[src/rtl/pal_pkg.sv]
// Package for the positional array list: field widths, command and status codes,
// and the sequencer state type.
// It has no dependencies. Every other file in the project except pal_ram imports it.
package pal_pkg;

    localparam int CMD_W    = 3;
    localparam int POS_W    = 5;
    localparam int VAL_W    = 32;
    localparam int STATUS_W = 2;
    localparam int FIDX_W   = 4;
    localparam int LEN_W    = 5;

    typedef enum logic [CMD_W-1:0] {
        CMD_CLEAR  = 3'd0,
        CMD_INSERT = 3'd1,
        CMD_DELETE = 3'd2,
        CMD_SEARCH = 3'd3,
        CMD_READ   = 3'd4
    } cmd_t;

    typedef enum logic [STATUS_W-1:0] {
        ST_OK       = 2'd0,
        ST_BADPOS   = 2'd1,
        ST_FULL     = 2'd2,
        ST_NOTFOUND = 2'd3
    } status_t;

    typedef enum logic [2:0] {
        S_IDLE,
        S_DECODE,
        S_INS,
        S_DEL,
        S_SRCH,
        S_RD,
        S_DONE
    } state_t;

endpackage

[src/rtl/pal_req_if.sv]
// Request channel of the positional array list: valid, ready and the command fields.
// It depends on pal_pkg for the field widths.
interface pal_req_if import pal_pkg::*; ();
    logic                    valid;
    logic                    ready;
    logic [CMD_W-1:0]        cmd;
    logic [POS_W-1:0]        position;
    logic signed [VAL_W-1:0] item_value;

    modport source (output valid, output cmd, output position, output item_value,
                    input ready);
    modport sink   (input valid, input cmd, input position, input item_value,
                    output ready);
endinterface

[src/rtl/pal_rsp_if.sv]
// Response channel of the positional array list: valid, ready and the result fields.
// It depends on pal_pkg for the field widths.
interface pal_rsp_if import pal_pkg::*; ();
    logic                    valid;
    logic                    ready;
    logic [STATUS_W-1:0]     status;
    logic [FIDX_W-1:0]       found_index;
    logic signed [VAL_W-1:0] read_value;
    logic [LEN_W-1:0]        list_length;

    modport source (output valid, output status, output found_index, output read_value,
                    output list_length, input ready);
    modport sink   (input valid, input status, input found_index, input read_value,
                    input list_length, output ready);
endinterface

[src/rtl/positional_array_list.sv]
// Positional array list: an ordered list of signed 32-bit values held in one RAM.
// It depends on pal_pkg, pal_req_if, pal_rsp_if and pal_ram. Ready is high only while idle.
// After acceptance each command is decoded: clear, rejected and unknown commands finish there,
// read waits for the RAM, insert moves the entries from the position up one slot and writes the
// new one, delete moves those above it down, search scans from index 0 to the first hit. One entry per cycle.
// A finished result waits while the previous one is unaccepted. Reset empties the list at once.
module positional_array_list import pal_pkg::*; #(
    parameter int DEPTH = 16
) (
    input  logic clk,
    input  logic rst_n,
    pal_req_if.sink   req,
    pal_rsp_if.source rsp
);

    localparam int IW   = $clog2(DEPTH);
    localparam int CW   = $clog2(DEPTH + 1);
    localparam int CMPW = CW + POS_W;

    state_t                  state_reg, state_next;
    logic [CW-1:0]           count_reg, count_next;
    logic [CW-1:0]           k_reg, k_next;
    logic [IW-1:0]           wa_reg, wa_next;
    logic                    pend_reg, pend_next;
    logic                    ov_reg, ov_next;

    logic [CMD_W-1:0]        cmd_reg, cmd_next;
    logic [POS_W-1:0]        pos_reg, pos_next;
    logic [VAL_W-1:0]        val_reg, val_next;
    status_t                 st_status_reg, st_status_next;
    logic [FIDX_W-1:0]       st_fidx_reg, st_fidx_next;
    logic [VAL_W-1:0]        st_rval_reg, st_rval_next;
    logic [STATUS_W-1:0]     o_status_reg, o_status_next;
    logic [FIDX_W-1:0]       o_fidx_reg, o_fidx_next;
    logic [VAL_W-1:0]        o_rval_reg, o_rval_next;
    logic [LEN_W-1:0]        o_len_reg, o_len_next;

    logic                    ram_we;
    logic [IW-1:0]           ram_waddr;
    logic [VAL_W-1:0]        ram_wdata;
    logic [IW-1:0]           ram_raddr;
    logic [VAL_W-1:0]        ram_rdata;

    logic [CMPW-1:0]         pos_ext;
    logic [CMPW-1:0]         cnt_ext;
    logic [CMPW-1:0]         k_ext;
    logic [CW-1:0]           k_dec;
    logic [CW-1:0]           k_inc;
    logic [IW+FIDX_W-1:0]    fidx_wide;
    logic [CW+LEN_W-1:0]     len_wide;

    pal_ram #(
        .WIDTH (VAL_W),
        .DEPTH (DEPTH)
    ) u_entries (
        .clk   (clk),
        .we    (ram_we),
        .waddr (ram_waddr),
        .wdata (ram_wdata),
        .raddr (ram_raddr),
        .rdata (ram_rdata)
    );

    assign pos_ext   = {{CW{1'b0}}, pos_reg};
    assign cnt_ext   = {{POS_W{1'b0}}, count_reg};
    assign k_ext     = {{POS_W{1'b0}}, k_reg};
    assign k_dec     = k_reg - CW'(1);
    assign k_inc     = k_reg + CW'(1);
    assign fidx_wide = {{FIDX_W{1'b0}}, wa_reg};
    assign len_wide  = {{LEN_W{1'b0}}, count_reg};

    assign req.ready       = (state_reg == S_IDLE);
    assign rsp.valid       = ov_reg;
    assign rsp.status      = o_status_reg;
    assign rsp.found_index = o_fidx_reg;
    assign rsp.read_value  = o_rval_reg;
    assign rsp.list_length = o_len_reg;

    always_ff @(posedge clk or negedge rst_n)
    begin
        if (!rst_n)
        begin
            state_reg <= S_IDLE;
        end
        else
        begin
            state_reg <= state_next;
        end
    end

    always_ff @(posedge clk or negedge rst_n)
    begin
        if (!rst_n)
        begin
            count_reg <= '0;
            pend_reg  <= 1'b0;
            ov_reg    <= 1'b0;
        end
        else
        begin
            count_reg <= count_next;
            pend_reg  <= pend_next;
            ov_reg    <= ov_next;
        end
    end

    always_ff @(posedge clk)
    begin
        k_reg         <= k_next;
        wa_reg        <= wa_next;
        cmd_reg       <= cmd_next;
        pos_reg       <= pos_next;
        val_reg       <= val_next;
        st_status_reg <= st_status_next;
        st_fidx_reg   <= st_fidx_next;
        st_rval_reg   <= st_rval_next;
        o_status_reg  <= o_status_next;
        o_fidx_reg    <= o_fidx_next;
        o_rval_reg    <= o_rval_next;
        o_len_reg     <= o_len_next;
    end

    always_comb
    begin
        state_next     = state_reg;
        count_next     = count_reg;
        k_next         = k_reg;
        wa_next        = wa_reg;
        pend_next      = pend_reg;
        ov_next        = ov_reg && !rsp.ready;
        cmd_next       = cmd_reg;
        pos_next       = pos_reg;
        val_next       = val_reg;
        st_status_next = st_status_reg;
        st_fidx_next   = st_fidx_reg;
        st_rval_next   = st_rval_reg;
        o_status_next  = o_status_reg;
        o_fidx_next    = o_fidx_reg;
        o_rval_next    = o_rval_reg;
        o_len_next     = o_len_reg;
        ram_we         = 1'b0;
        ram_waddr      = wa_reg;
        ram_wdata      = ram_rdata;
        ram_raddr      = k_reg[IW-1:0];

        unique case (state_reg)
            S_IDLE:
            begin
                if (req.valid)
                begin
                    cmd_next   = req.cmd;
                    pos_next   = req.position;
                    val_next   = req.item_value;
                    state_next = S_DECODE;
                end
            end
            S_DECODE:
            begin
                st_status_next = ST_OK;
                st_fidx_next   = '0;
                st_rval_next   = '0;
                pend_next      = 1'b0;
                state_next     = S_DONE;
                unique case (cmd_t'(cmd_reg))
                    CMD_CLEAR:
                    begin
                        count_next = '0;
                    end
                    CMD_INSERT:
                    begin
                        if (pos_ext > cnt_ext)
                        begin
                            st_status_next = ST_BADPOS;
                        end
                        else if (count_reg == CW'(DEPTH))
                        begin
                            st_status_next = ST_FULL;
                        end
                        else
                        begin
                            k_next     = count_reg;
                            state_next = S_INS;
                        end
                    end
                    CMD_DELETE:
                    begin
                        if (pos_ext >= cnt_ext)
                        begin
                            st_status_next = ST_BADPOS;
                        end
                        else
                        begin
                            k_next     = pos_ext[CW-1:0];
                            state_next = S_DEL;
                        end
                    end
                    CMD_SEARCH:
                    begin
                        k_next     = '0;
                        state_next = S_SRCH;
                    end
                    CMD_READ:
                    begin
                        if (pos_ext >= cnt_ext)
                        begin
                            st_status_next = ST_BADPOS;
                        end
                        else
                        begin
                            ram_raddr  = pos_ext[IW-1:0];
                            state_next = S_RD;
                        end
                    end
                    default:
                    begin
                        st_status_next = ST_OK;
                    end
                endcase
            end
            S_INS:
            begin
                // Entries move up from the top: read one below, write it one slot higher.
                if (pend_reg)
                begin
                    ram_we    = 1'b1;
                    pend_next = 1'b0;
                end
                if (k_ext > pos_ext)
                begin
                    ram_raddr = k_dec[IW-1:0];
                    pend_next = 1'b1;
                    wa_next   = k_reg[IW-1:0];
                    k_next    = k_dec;
                end
                else if (!pend_reg)
                begin
                    ram_we     = 1'b1;
                    ram_waddr  = pos_ext[IW-1:0];
                    ram_wdata  = val_reg;
                    count_next = count_reg + CW'(1);
                    state_next = S_DONE;
                end
            end
            S_DEL:
            begin
                if (pend_reg)
                begin
                    ram_we    = 1'b1;
                    pend_next = 1'b0;
                end
                if (k_inc < count_reg)
                begin
                    ram_raddr = k_inc[IW-1:0];
                    pend_next = 1'b1;
                    wa_next   = k_reg[IW-1:0];
                    k_next    = k_inc;
                end
                else if (!pend_reg)
                begin
                    count_next = count_reg - CW'(1);
                    state_next = S_DONE;
                end
            end
            S_SRCH:
            begin
                if (pend_reg && (ram_rdata == val_reg))
                begin
                    st_fidx_next = fidx_wide[FIDX_W-1:0];
                    pend_next    = 1'b0;
                    state_next   = S_DONE;
                end
                else
                begin
                    pend_next = 1'b0;
                    if (k_reg < count_reg)
                    begin
                        pend_next = 1'b1;
                        wa_next   = k_reg[IW-1:0];
                        k_next    = k_inc;
                    end
                    else if (!pend_reg)
                    begin
                        st_status_next = ST_NOTFOUND;
                        state_next     = S_DONE;
                    end
                end
            end
            S_RD:
            begin
                st_rval_next = ram_rdata;
                state_next   = S_DONE;
            end
            S_DONE:
            begin
                if (!ov_reg || rsp.ready)
                begin
                    ov_next       = 1'b1;
                    o_status_next = st_status_reg;
                    o_fidx_next   = st_fidx_reg;
                    o_rval_next   = st_rval_reg;
                    o_len_next    = len_wide[LEN_W-1:0];
                    state_next    = S_IDLE;
                end
            end
            default:
            begin
                state_next = S_IDLE;
            end
        endcase
    end

    a_count_bound: assert property (@(posedge clk) disable iff (!rst_n)
        count_reg <= CW'(DEPTH))
        else $error("list length exceeds the store depth");

    a_result_from_done: assert property (@(posedge clk) disable iff (!rst_n)
        $rose(ov_reg) |-> $past(state_reg == S_DONE))
        else $error("result presented outside the completion step");

    a_pend_in_walk: assert property (@(posedge clk) disable iff (!rst_n)
        pend_reg |-> (state_reg == S_INS || state_reg == S_DEL || state_reg == S_SRCH))
        else $error("pending entry move outside a walk");

    a_accept_leaves_idle: assert property (@(posedge clk) disable iff (!rst_n)
        (req.valid && req.ready) |=> (state_reg == S_DECODE))
        else $error("accepted transaction did not start decoding");

    a_count_only_at_finish: assert property (@(posedge clk) disable iff (!rst_n)
        (count_reg != $past(count_reg)) |-> (state_reg == S_DONE))
        else $error("list length changed outside command completion");

endmodule

[src/rtl/pal_ram.sv]
// Generic single-write, single-read RAM with a registered read port.
// It has no dependencies.
module pal_ram #(
    parameter int WIDTH = 32,
    parameter int DEPTH = 16
) (
    input  logic                     clk,
    input  logic                     we,
    input  logic [$clog2(DEPTH)-1:0] waddr,
    input  logic [WIDTH-1:0]         wdata,
    input  logic [$clog2(DEPTH)-1:0] raddr,
    output logic [WIDTH-1:0]         rdata
);

    logic [WIDTH-1:0] mem [DEPTH];

    always_ff @(posedge clk)
    begin
        if (we)
        begin
            mem[waddr] <= wdata;
        end
        rdata <= mem[raddr];
    end

endmodule

[src/flat_wrapper.sv]
// flat-port wrapper written by rule: the top's interface ports become plain ports
module positional_array_list_flat import pal_pkg::*;
#(
    parameter int DEPTH = 16
)
  (clk, rst_n, req_valid, req_cmd, req_position, req_item_value, req_ready, rsp_valid, rsp_status, rsp_found_index, rsp_read_value, rsp_list_length, rsp_ready);
  pal_req_if req_i ();
  pal_rsp_if rsp_i ();
  input  logic clk;
  input  logic rst_n;
  input wire logic [$bits(req_i.valid)-1:0] req_valid;
  input wire logic [$bits(req_i.cmd)-1:0] req_cmd;
  input wire logic [$bits(req_i.position)-1:0] req_position;
  input wire logic [$bits(req_i.item_value)-1:0] req_item_value;
  output wire logic [$bits(req_i.ready)-1:0] req_ready;
  output wire logic [$bits(rsp_i.valid)-1:0] rsp_valid;
  output wire logic [$bits(rsp_i.status)-1:0] rsp_status;
  output wire logic [$bits(rsp_i.found_index)-1:0] rsp_found_index;
  output wire logic [$bits(rsp_i.read_value)-1:0] rsp_read_value;
  output wire logic [$bits(rsp_i.list_length)-1:0] rsp_list_length;
  input wire logic [$bits(rsp_i.ready)-1:0] rsp_ready;
  assign req_i.valid = req_valid;
  assign req_i.cmd = req_cmd;
  assign req_i.position = req_position;
  assign req_i.item_value = req_item_value;
  assign req_ready = req_i.ready;
  assign rsp_valid = rsp_i.valid;
  assign rsp_status = rsp_i.status;
  assign rsp_found_index = rsp_i.found_index;
  assign rsp_read_value = rsp_i.read_value;
  assign rsp_list_length = rsp_i.list_length;
  assign rsp_i.ready = rsp_ready;
  positional_array_list #(.DEPTH(DEPTH)) u_core (.clk(clk), .rst_n(rst_n), .req(req_i), .rsp(rsp_i));
endmodule
[config.mk]
export PLATFORM = sky130hd
export DESIGN_NAME = positional_array_list_flat
export DESIGN_NICKNAME = d
export VERILOG_FILES = /design/src/rtl/pal_pkg.sv /design/src/rtl/pal_req_if.sv /design/src/rtl/pal_rsp_if.sv /design/src/rtl/positional_array_list.sv /design/src/rtl/pal_ram.sv /design/src/flat_wrapper.sv
export SDC_FILE = /design/constraint.sdc
export NUM_CORES = 1
export LEC_CHECK = 0
export BUFFER_PORTS_ARGS = -buffer_cell sky130_fd_sc_hd__buf_2
export CORE_MARGIN = 2
export CORE_UTILIZATION = 40
export DETAILED_ROUTE_END_ITERATION = 16
export HOLD_SLACK_MARGIN = 0.03
export PLACE_DENSITY = 0.56
export SYNTH_ARGS = -nofsm -noshare
export SYNTH_HDL_FRONTEND = slang
export SYNTH_SLANG_ARGS = --single-unit
[constraint.sdc]
create_clock -name clk -period 4.8 [get_ports clk]
set_input_delay 0.72 -clock clk [delete_from_list [all_inputs] [get_ports clk]]
set_output_delay 0.72 -clock clk [all_outputs]
set_load 0.01 [all_outputs]
==> out/qor.csv <==
metric;value;unit
synth_edf_count;642;
worst_slew_pin_slew;1.14;ns
nets;2167;
multiInputGateArea;0.00735;mm^2
drtPass1Iterations;6;
path_class;flip-flop to flip-flop;
ant_nets;0;
synth_area;0.0285;mm^2
grt_max_degree;73;
synth_seq_cells;684;
die_w;271;um
period_needed;4.33;ns
hold_path.class;input port to flip-flop;
layout_common_cells;edfxtp_1 (642), nand2_1 (185), inv_1 (120), nand4_1 (103), o2111ai_1 (98);
syn_to_final_growth;15.7;%
htree_levels;3;
slew_headroom;0.236;
holdBufCountCts;1;
synth_nets;2086;
synthAdderAreaFrac;0.0108;
rows;97;
rsz0062_at_grt;no;
cts_made_buffers;74;
slew_viol_final;0;
hpwlAfterDp;48400;um
final_common_cell;edfxtp_1;
fill_cells;6125;
routed_wl;82500;um
fin_hold_ws;0.274;ns
cts_resized;0;
core_area;0.0703;mm^2
critical_path_arrival;4.74;ns
period_share;0.901;
finClkSkew;0.0222;ns
syn_avg_cell_area;14.1;um^2
portBuffers;88;
grt_pass1_vias;18000;
min_delay_path_depth;1;
synth_top_family_by_area;compound AO/OA/AOI/OAI gates;
synthDistinctLibCells;65;
yosysWarningCount;0;
worst_slack;0.473;ns
largest-register;u_core.u_entries.mem;
async_flop_share;0.0146;
worstSkewPairLatency;0.62;ns
hold_viol;0;
clkTransAtPathRegs;0.06;ns
grt_usage;0.222;
viasPerCell;5.96;
dieArea;0.0735;mm^2
crit_required;5.22;ns
cts_root_buffer;clkbuf_16;
initial_utilization;0.406;
wl_per_cell;26.6;um
drive_gt1_frac;0.151;
ys_seq_area_frac;0.707;
status;completed;
worst-path-max-fanout;57;
n_antenna_cell;0;
end_kind;flip-flop;
synth_area_leaders;edfxtp_1 (68%), o2111ai_1 (3.0%), nand2_1 (2.5%), mux2i_1 (2.3%), nand4_1 (2.3%);
pre_cts_ws;0.605;ns
synth_compound_area_frac;0.129;
place_congestion;0.885;
antenna_found_initial;1;
r2r-end;u_core.u_entries.rdata[31];
min_to;u_core.val_reg[12];
synth-xor-area-share;0.0129;
ios;89;
largest_register_ffs;512;
cts_max_path_buffers;3;
synth_top_area_cell;edfxtp_1;
synth_top_area_share;0.676;
startpoint_type;flip-flop;
cts_tree;built;
grt_pass1_wl;122000;um
drtIter0Drc;1829;
min_from;req_item_value[12];
finalSetupViolations;0;
reg2reg_depth;12;
fmax;231;MHz
r2r_slack;0.47;ns
regToRegStartpoint;u_core.k_reg[0];
post-route-drc-count;0;
dieHeight;271;um
grt_overflow_total;0;
synthCells;2018;
seqCellArea;0.0202;mm^2
setup_tns;0;ns
post-cts-setup-buffers;0;
vias;18500;
synthMuxAreaShare;0.0236;
cts_sinks;684;
synthSimpleGateAreaFrac;0.0746;
yosys_most_used_dff;edfxtp_1;
cap_violations;0;
[cells by family after synthesis]
kind of cell,after synthesis
simple gates,433
fa+ha+maj,24
compound gates,480
flops,684
buf+inv,288
xor+xnor,42
mux,67
[synth_stat cells (32+ instances only)]
library cell	number
clkbuf_1	102
dfxtp_1	32
a21oi_1	79
nor2_1	40
nand2_1	187
o31ai_1	34
o211ai_1	69
o2111ai_1	98
a22o_1	65
and3_1	39
a41oi_1	32
nand4_1	103
o221ai_1	33
xor2_1	33
mux2i_1	66
edfxtp_1	642
buf_2	45
inv_1	120
[layout make-up]
cell class,count,share of cell area
clock buffers,90,0.0607
inverters,122,0.0139
repair buffers,171,0.0399
flip-flops and latches,684,0.611
well taps,940,0.0356
clock inverters,47,0.0162
multi-input cells,1046,0.223
[worst max path at each step]
stage	startpoint	to	slack [ns]	cells past startpoint
floorplan	u_core.state_reg[2]	u_core.rsp.found_index[0]	0.26	5
global placement	u_core.k_reg[0]	u_core.u_entries.rdata[31]	0.64	12
detailed placement	u_core.k_reg[0]	u_core.u_entries.rdata[31]	0.61	12
CTS	u_core.k_reg[0]	u_core.u_entries.rdata[31]	0.56	12
global route	u_core.k_reg[0]	u_core.u_entries.rdata[31]	0.37	12
finish	u_core.k_reg[0]	u_core.u_entries.rdata[31]	0.47	12
[metrics by stage]
stage	cells	cell area, um^2	utilization
after detailed placement	2962	30500	0.433
final	3100	33000	0.470
after global routing	3100	33000	0.470
after floorplan	2018	28500	-
after global placement	2962	30500	0.433
after CTS	3100	33000	0.470
[worst max-delay path, cell delays in order, from the launching register on]
cell       delay [ns]
edfxtp_1         0.50
inv_1            0.19
ha_1             0.44
ha_1             0.31
a21boi_1         0.19
o2111ai_2        0.23
and2_1           0.30
a221o_1          0.51
nor3_4           0.38
buf_12           0.31
o2111ai_1        0.26
nand4_1          0.21
o221ai_1         0.23
[routing by layer]
layer  vias up  GRT usage  share of wire  routed length [um]
li1       8128          -              -                   -
met1      9420      0.315           0.44               36200
met2       779      0.342           0.46               37900
met3       142     0.0447          0.075                6200
met4         0     0.0678          0.027                2240
met5         -          0              0                   0
Power is not shown: default switching activity piles up to over one toggle a cycle in this logic, so the estimate is an artifact.
